==> src/ale_pkg.sv <==
`timescale 1ns / 1ps
// ----------------------------------------------------------------------------
// ale_pkg: shared types and codes for the array list engine
// Action and status codes, controller states and the command and status
// structs that join the controller and the datapath.
// ----------------------------------------------------------------------------
package ale_pkg;

  typedef enum logic [2:0] {
    ACT_INSERT   = 3'd0,
    ACT_REMOVE   = 3'd1,
    ACT_REPLACE  = 3'd2,
    ACT_RETRIEVE = 3'd3,
    ACT_SEARCH   = 3'd4,
    ACT_SORT     = 3'd5,
    ACT_RSVD6    = 3'd6,
    ACT_RSVD7    = 3'd7
  } action_t;

  typedef enum logic [1:0] {
    ST_OK       = 2'd0,
    ST_BADPOS   = 2'd1,
    ST_FULL     = 2'd2,
    ST_NOTFOUND = 2'd3
  } status_t;

  typedef enum logic [3:0] {
    S_IDLE,
    S_DECODE,
    S_INS_RD,
    S_INS_WR,
    S_REM_RD,
    S_REM_WR,
    S_REM_MOVE,
    S_SRCH,
    S_SRCH_CMP,
    S_SRT_OUTER,
    S_SRT_SCAN,
    S_SRT_SWAP,
    S_RESULT
  } state_t;

  // Commands from the controller to the datapath.
  typedef struct packed {
    logic capture;      // latch the input transaction
    logic rd_en;        // read memory at rd_sel address
    logic [2:0] rd_sel; // address source for the read
    logic wr_en;        // write memory
    logic [2:0] wr_sel; // address/data source for the write
    logic ptr_load;     // load pointer for walk
    logic ptr_step;     // step pointer
    logic cnt_inc;
    logic cnt_dec;
    logic set_status;
    logic [1:0] status_val;
    logic set_rd;       // latch read data into the working result
    logic clr_result;
    logic set_found;    // latch pointer as found index
    logic best_load;    // best = ptr, best value = read data
    logic i_load;       // sort outer index = 0
    logic i_step;
    logic res_valid_set;
  } cmd_t;

  // Status from the datapath to the controller.
  typedef struct packed {
    action_t action;
    logic    pos_gt_cnt;
    logic    pos_ge_cnt;
    logic    full;
    logic    ptr_done;   // walk has reached its end
    logic    match;      // registered read data equals search value
    logic    less;       // registered read data below best value, or first scan
    logic    i_done;     // sort outer loop complete
    logic    res_busy;   // result still waiting
  } stat_t;

  localparam logic [2:0] SEL_PTR  = 3'd0;
  localparam logic [2:0] SEL_PTRM = 3'd1; // pointer minus one / write data is rdata
  localparam logic [2:0] SEL_POS  = 3'd2;
  localparam logic [2:0] SEL_BEST = 3'd3; // best slot takes the saved entry i
  localparam logic [2:0] SEL_I    = 3'd4;
  localparam logic [2:0] SEL_PTRP = 3'd5;

endpackage

==> src/ale_ctrl.sv <==
`timescale 1ns / 1ps
// ----------------------------------------------------------------------------
// ale_ctrl: controller for the array list engine
// Sequences each action over the entry memory with at most one read or one
// write per cycle; insert, remove, search and sort walk a pointer over it.
// ----------------------------------------------------------------------------
module ale_ctrl (
  input  logic           clk,
  input  logic           rst,
  input  logic           in_fire,
  input  ale_pkg::stat_t stat,
  output ale_pkg::cmd_t  cmd,
  output logic           busy
);
  import ale_pkg::*;

  state_t state, state_next;

  always_ff @(posedge clk) begin
    if (rst) state <= S_IDLE;
    else     state <= state_next;
  end

  assign busy = (state != S_IDLE);

  always_comb begin
    cmd = '0;
    state_next = state;
    unique case (state)
      S_IDLE: begin
        if (in_fire) begin
          cmd.capture = 1'b1;
          state_next = S_DECODE;
        end
      end
      S_DECODE: begin
        cmd.clr_result = 1'b1;
        cmd.status_val = ST_OK;
        cmd.set_status = 1'b1;
        state_next = S_RESULT;
        unique case (stat.action)
          ACT_INSERT: begin
            if (stat.pos_gt_cnt) cmd.status_val = ST_BADPOS;
            else if (stat.full) cmd.status_val = ST_FULL;
            else begin
              // Walk from the top entry down to the position.
              cmd.ptr_load = 1'b1;
              state_next = S_INS_RD;
            end
          end
          ACT_REMOVE: begin
            if (stat.pos_ge_cnt) cmd.status_val = ST_BADPOS;
            else begin
              cmd.ptr_load = 1'b1;
              cmd.rd_en = 1'b1;
              cmd.rd_sel = SEL_POS;
              state_next = S_REM_RD;
            end
          end
          ACT_REPLACE: begin
            if (stat.pos_ge_cnt) cmd.status_val = ST_BADPOS;
            else begin
              cmd.wr_en = 1'b1;
              cmd.wr_sel = SEL_POS;
            end
          end
          ACT_RETRIEVE: begin
            if (stat.pos_ge_cnt) cmd.status_val = ST_BADPOS;
            else begin
              cmd.rd_en = 1'b1;
              cmd.rd_sel = SEL_POS;
              state_next = S_REM_RD;
            end
          end
          ACT_SEARCH: begin
            cmd.status_val = ST_NOTFOUND;
            cmd.ptr_load = 1'b1;
            state_next = S_SRCH;
          end
          ACT_SORT: begin
            cmd.i_load = 1'b1;
            state_next = S_SRT_OUTER;
          end
          default: ;
        endcase
      end
      S_INS_RD: begin
        // ptr is the destination; position reached means write the new value.
        if (stat.ptr_done) begin
          cmd.wr_en = 1'b1;
          cmd.wr_sel = SEL_POS;
          cmd.cnt_inc = 1'b1;
          state_next = S_RESULT;
        end else begin
          cmd.rd_en = 1'b1;
          cmd.rd_sel = SEL_PTRM;
          state_next = S_INS_WR;
        end
      end
      S_INS_WR: begin
        cmd.wr_en = 1'b1;
        cmd.wr_sel = SEL_PTR;
        cmd.ptr_step = 1'b1;
        state_next = S_INS_RD;
      end
      S_REM_RD: begin
        // The entry at the position is now registered.
        cmd.set_rd = 1'b1;
        state_next = (stat.action == ACT_REMOVE) ? S_REM_WR : S_RESULT;
      end
      S_REM_WR: begin
        if (stat.ptr_done) begin
          cmd.cnt_dec = 1'b1;
          state_next = S_RESULT;
        end else begin
          cmd.rd_en = 1'b1;
          cmd.rd_sel = SEL_PTRP;
          state_next = S_REM_MOVE;
        end
      end
      S_REM_MOVE: begin
        // Remove shift: write entry ptr+1 into ptr, then advance.
        cmd.wr_en = 1'b1;
        cmd.wr_sel = SEL_PTR;
        cmd.ptr_step = 1'b1;
        state_next = S_REM_WR;
      end
      S_SRCH: begin
        if (stat.ptr_done) state_next = S_RESULT;
        else begin
          cmd.rd_en = 1'b1;
          cmd.rd_sel = SEL_PTR;
          state_next = S_SRCH_CMP;
        end
      end
      S_SRCH_CMP: begin
        if (stat.match) begin
          cmd.set_found = 1'b1;
          cmd.set_status = 1'b1;
          cmd.status_val = ST_OK;
          state_next = S_RESULT;
        end else begin
          cmd.ptr_step = 1'b1;
          state_next = S_SRCH;
        end
      end
      S_SRT_OUTER: begin
        if (stat.i_done) state_next = S_RESULT;
        else begin
          cmd.rd_en = 1'b1;
          cmd.rd_sel = SEL_I;
          cmd.ptr_load = 1'b1;
          state_next = S_SRT_SCAN;
        end
      end
      S_SRT_SCAN: begin
        // ptr walks j; registered data belongs to ptr (first: i).
        if (stat.less) cmd.best_load = 1'b1;
        if (stat.ptr_done) begin
          // Entry i takes the minimum now; the old entry i moves to the
          // minimum's slot in the next cycle.
          cmd.wr_en = 1'b1;
          cmd.wr_sel = SEL_I;
          state_next = S_SRT_SWAP;
        end else begin
          cmd.ptr_step = 1'b1;
          cmd.rd_en = 1'b1;
          cmd.rd_sel = SEL_PTRP;
        end
      end
      S_SRT_SWAP: begin
        cmd.wr_en = 1'b1;
        cmd.wr_sel = SEL_BEST;
        cmd.i_step = 1'b1;
        state_next = S_SRT_OUTER;
      end
      S_RESULT: begin
        if (!stat.res_busy) begin
          cmd.res_valid_set = 1'b1;
          state_next = S_IDLE;
        end
      end
      default: state_next = S_IDLE;
    endcase
  end

  a_cmd_excl: assert property (@(posedge clk) disable iff (rst)
    !(cmd.cnt_inc && cmd.cnt_dec)) else $error("count inc and dec together");
  a_idle_cap: assert property (@(posedge clk) disable iff (rst)
    cmd.capture |-> state == S_IDLE) else $error("capture outside idle");
  a_cap_dec: assert property (@(posedge clk) disable iff (rst)
    cmd.capture |=> state == S_DECODE) else $error("no decode after capture");
endmodule

==> config.mk <==
export PLATFORM = sky130hd
export DESIGN_NAME = ale_ctrl
export DESIGN_NICKNAME = d
export VERILOG_FILES = /design/src/ale_pkg.sv /design/src/ale_ctrl.sv
export SDC_FILE = /design/constraint.sdc
export NUM_CORES = 1
export LEC_CHECK = 0
export ABC_AREA = 0
export BUFFER_PORTS_ARGS = -buffer_cell sky130_fd_sc_hd__buf_2
export CAP_MARGIN = 20
export CORE_MARGIN = 2
export CORE_UTILIZATION = 52
export CTS_BUF_LIST = sky130_fd_sc_hd__clkbuf_4
export DETAILED_ROUTE_END_ITERATION = 7
export PLACE_DENSITY = 0.88
export RECOVER_POWER = 100
export SYNTH_ARGS = -nofsm -noshare
export SYNTH_HDL_FRONTEND = slang
export SYNTH_SLANG_ARGS = --single-unit
export TNS_END_PERCENT = 5
==> constraint.sdc <==
create_clock -name clk -period 2.6 [get_ports clk]
set_input_delay 0.52 -clock clk [delete_from_list [all_inputs] [get_ports clk]]
set_output_delay 0.52 -clock clk [all_outputs]
set_load 0.01 [all_outputs]
# == After elaboration in Yosys (flattened, before gate mapping) ==
# Index checks and enable logic that the tools add are counted.
# totals
word_cells,85
romBits,0
mem_count,0
ram_bits,0
regBits,4
latch_bits,0
input_bits,14
# op_classes
order_cmp,0
div,0
mux,56
n_bitwise,0
eq_ne,20
mul,0
n_reduce_logical,8
addsub,0
shift,0
# ops
op,count
$mux 4,19
$pmux 4 s13,1
$pmux 4 s5,2
$mux 1,23
$eq 4x4->1 const B,5
$eq 4x3->1 const B,4
$pmux 4 s4,1
$mux 3,3
$eq 4x2->1 const B,2
$eq 3x2->1 const B,2
$eq 3x3->1 const B,2
$ne 2x2->1 const B,3
$pmux 1 s3,2
$pmux 2 s3,1
$pmux 3 s2,1
$reduce_or 2->1,3
$eq 4x1->1 const B,1
$logic_not 4->1,1
$mux 2,2
$reduce_bool 4->1,1
$eq 3x1->1 const B,1
$logic_not 3->1,1
$reduce_and 3->1,1
$reduce_or 3->1,1
$pmux 1 s2,1

# == Logic depth before layout (Yosys ltp) ==
# logic_depth
word_depth,4
mapped_depth,6

# == Worst setup path after synthesis ==
# OpenSTA, ideal clock, no wires.
# synth_path
path_type,input to output
from,input stat[10] (netlist name)
to,output cmd[13] (netlist name)
cell_stages,4
t_arrival_ns,1.690
path_slack_ns,0.390
path_cell_list,clkbuf_1 > o21bai_1 > a221oi_1 > a2111oi_0
# synth_lines
item,line_no,text
start: declaration,ale_ctrl.sv:11,"input ale_pkg::stat_t stat,"
end: declaration,ale_ctrl.sv:12,"output ale_pkg::cmd_t cmd,"

==> flow_results.org <==
** Floorplanning
- Standard-cell row count :: 14
- The die is roughly 44 um tall.
- Initial core utilization :: 55.21%
- In this run the horizontal extent of the chip is around 44 um.
- Placeable core region :: 1489 um2
- Top-Level Pins :: 38
- Area of the die :: 1915 um2

** Yosys
- Multiplexer cells account for ~1.4% of the synthesized area.
- The synthesized netlist devotes between 30% and 40% of its cell area to compound gates.
- Synthesized area :: between 800 and 900 um2
- Main combinational cell family by area after synthesis :: simple AND/OR/NAND/NOR gates
- Synthesis Warnings :: 0
- After Yosys synthesis, full adders, half adders and majority gates account for 0% of the synthesized area.
- Dividing the synthesized area by the synthesized cell count gives ~6.8 um2.
- Synthesized-area fraction occupied by xor and xnor cells :: 0%
- Counting flops with a built-in enable in the synthesized netlist gives 0.
- Distinct cell type count after synthesis :: 44
- After synthesis, flip-flops and latches occupy 9.741% of the total area.
- In the synthesized netlist, the number of instances is about 120.
- In the synthesized netlist the async set-or-reset flop fraction comes to 0%.
- Simple logic cell fraction of the synthesized area :: just over 40%
- The most used flip-flop cell after synthesis is sky130_fd_sc_hd__dfxtp_1.
- Flops & latches, synth :: 4
- The number of nets in the synthesized netlist is 135.

** GRT
- Via count of the first global-routing pass :: around 950
- Global routing consumed, on the met3 layer, slightly below 6% of the routing resources.
- Initial antenna violation count :: 0
- Pin count of the biggest net entering global routing :: 20
- After global routing the overflow that remains totals 0.
- Met2 routing resource usage after global routing :: between 40% and 50%
- Met1 Resource Use GR :: between 30% and 40%
- Global routing consumed, over all layers together, between 20% and 30% of the routing resources.
- met2 is the most crowded layer.
- Wire length of the first global-routing pass :: 4326 um

** Clock tree
- Worst-case clock buffer depth :: 2
- Clk pin slew, worst setup/hold paths :: approximately 40 ps
- Clock latency reported for the late side of the worst-skew pair :: roughly 240 ps
- Number of buffers added by the clock tree synthesis step :: 3
- Count of hold buffers inserted by post-cts repair :: 0
- In this run the number of H-tree levels came out at 1.
- The clock net in this run drives a total of 4 sinks.
- Clk root buf :: sky130_fd_sc_hd__clkbuf_4
- TritonCTS clock tree :: built
- Number of buffers inserted to repair setup after CTS :: 0
- Post-CTS repair changed the size of 0 cells.

** STA
- Derived from the worst setup path, the maximum achievable clock frequency is between 0.4 and 0.5 GHz.
- In the finished design, the share of the clock period the worst path needs comes to a little over nine tenths.
- Worst hold slack :: 494.5 ps
- Setup Viol. Count Final :: 0
- Final hold violation count :: 0
- For the final database, setup skew stands at between 6 and 7 ps.
- Total negative slack :: 0 ps
- Period minus WS final :: between 2000 and 2500 ps
- Transition at the pin with the smallest max-transition slack :: 616.6 ps
- Max Transition Viols Final :: 0
- The worst pin sits at a relative slew slack of 58.84%.
- Setup repair after global routing left no endpoint under its margin.

** Run
- The tool flagged a number of max-cap violations equal to 0.

** Power and ir drop
- Sequential cells account for 18.8% of the total power.
- Leakage power of the design :: between 0.3 and 0.4 nW
- The analysis attributes to net switching a power of 0.0004648 W.
- After layout, the design draws a total of 0.0008304 W.
- In this run, the combinational gates consume 71.5% of the power.
- Internal cell power :: 0.0003656 W
- Peak ir drop on the vdd network :: 0.4329 mV
- Clock network fraction of design power :: 9.7%
- Power spread over the standard cell area amounts to between 800 and 900 nW/um2.
- Switch share :: a little under three fifths

** Setup path
- STA puts the critical path data required time at 2080 ps.
- Crit path capture type :: output pin
- R2R setup slack :: around 670 ps
- Among all stages on the critical path, the largest delay is contributed by sky130_fd_sc_hd__dfxtp_1.
- In this run the worst setup path begins at state[3].
- In this run the critical register-to-register path is captured at state[3].
- Category of the worst setup path launch point :: register
- Delay contributed by the slowest stage of the critical path :: around 700 ps
- Capture point of the critical path :: cmd[21]
- Beginning of the worst register-to-register path :: state[3]
- Maximum net fanout on the critical path :: 19
- Data arrival time of the critical path :: about 2000 ps
- The worst setup path is of the register to output pin kind.
- Walking the worst path, the cells encountered are nand2b_1 -> o22ai_1 -> a32o_1 -> a311o_1 -> clkbuf_1.
- Cell count of the worst reg-to-reg path :: 5

** Route
- Number of vias in the routed layout :: approximately 1100
- Final routed wirelength across all metal layers :: roughly 2700 um
- Detailed-route wire length per cell :: ~16 um
- For this run, the detailed router's first-pass iteration total came to 4.
- DRT antenna net count :: 0
- Vias per Instance :: 6.327
- After detailed routing, the number of remaining DRC violations is 0.
- In this run, the number of DRC markers left after iteration 0 of detailed routing was between 40 and 50.

** Layout
- Relative to the synthesized area, the layout overhead comes to 15.53%.
- Register with the most flip-flops :: state
- After filler insertion, the fill cell instance count of the layout stands at between 150 and 200.
- With fillers left out, the area of the finished cells amounts to around 950 um2.
- Cells with a size suffix above 1 make up between 20% and 30% of the layout.
- The net count of the finished layout is between 150 and 200.
- Flip-flop count of the largest register, all copies and words added :: 4
- At the end of the flow the core is filled with cells to around 64%.
- The largest registers in the layout are state x4.
- 0 antenna diodes ended up in the layout.

** Placed design
- # port buffers :: 37
- DP Area :: ~980 um2
- The congestion estimate from routability-driven global placement came to 0.9696.
- Half-perimeter wire length of the detailed placement result :: 1991 um

** Status
- The flow ran to the end, and the final reports show no timing, DRC or antenna violations.

** Worst hold path
- Hold Path Class :: primary input to register
metal layers:
metal,vias up,routed length [um]
met1,494,1086
met5,-,0
met3,4,247
met4,0,13
li1,520,-
met2,64,1315
cells in the final DEF, fill, tap and decap left out, types with 5 or more instances in the layout:
| master | n |
|---|---|
| sky130_fd_sc_hd__buf_2 | 16 |
| sky130_fd_sc_hd__o21ai_0 | 6 |
| sky130_fd_sc_hd__nor2_1 | 20 |
| sky130_fd_sc_hd__clkbuf_1 | 22 |
| sky130_fd_sc_hd__a21oi_1 | 7 |
| sky130_fd_sc_hd__nand2_1 | 10 |
| sky130_fd_sc_hd__inv_1 | 5 |
kinds of logic after synthesis:
family / after synthesis
buffers and inverters: 16
muxes: 1
DFF: 4
AOI/OAI and AO/OA: 38
and+or+nand+nor: 62
cell type report:
cell class | count | area (um2) | area share, %
clock buffer | 3 | 22.52 | 2.372
inverter | 5 | 18.77 | 1.976
multi-input combinational | 101 | 615.6 | 64.82
sequential | 4 | 80.08 | 8.432
tap | 16 | 20.02 | 2.108
timing repair buffer | 42 | 192.7 | 20.29
worst min-delay path by stage:
stage,startpoint,endpoint,slack (ps),cells past startpoint
final,rst,state[2],490,2
after global routing,rst,state[1],490,2
after CTS,rst,state[2],520,2
after detailed placement,rst,state[2],780,2
after global placement,rst,state[2],770,2
after floorplan,rst,state[1],590,1
Yosys cell counts (all sizes together) (2+ instances only):
master | number | share of area (%)
nor2 | 20 | 9.1
clkbuf | 10 | 9.4
nand2 | 10 | 4.6
a21oi | 7 | 4.3
o21ai | 6 | 3.7
inv | 5 | 2.3
nor3 | 5 | 3.7
a31oi | 4 | 3.0
and3 | 4 | 3.0
dfxtp | 4 | 9.7
nor4 | 4 | 3.0
nand2b | 3 | 2.3
o22ai | 3 | 2.3
or2b | 3 | 3.2
a2111oi | 2 | 4.4
a22oi | 2 | 1.8
a32o | 2 | 2.4
nand3 | 2 | 1.2
nor2b | 2 | 1.5
o32a | 2 | 2.4
or3b | 2 | 2.4
metrics by stage:
| stage | std cells | setup slack [ps] |
|---|---|---|
| after floorplan | 121 | 390.0 |
| after global placement | 168 | 443.3 |
| after detailed placement | 168 | 394.6 |
| after CTS | 171 | 147.5 |
| after global routing | 171 | 48.73 |
| final | 171 | 114.8 |
worst max-delay path, delay by kind of cell, from the launching register on:
family / cells / cell delay [ps]
buf+inv: 1 / 130
flops: 1 / 700
compound gates: 3 / 640
simple gates: 1 / 260
power groups by stage:
stage                clock, W  sequential [W]  combinational, W
finish              0.0000809        0.000156          0.000594
global route        0.0000927        0.000161          0.000644
CTS                 0.0000828        0.000151          0.000612
detailed placement          0        0.000153          0.000608
global placement            0        0.000149          0.000601
floorplan                   0       0.0000997          0.000496
(Power assumes the default switching activity.)
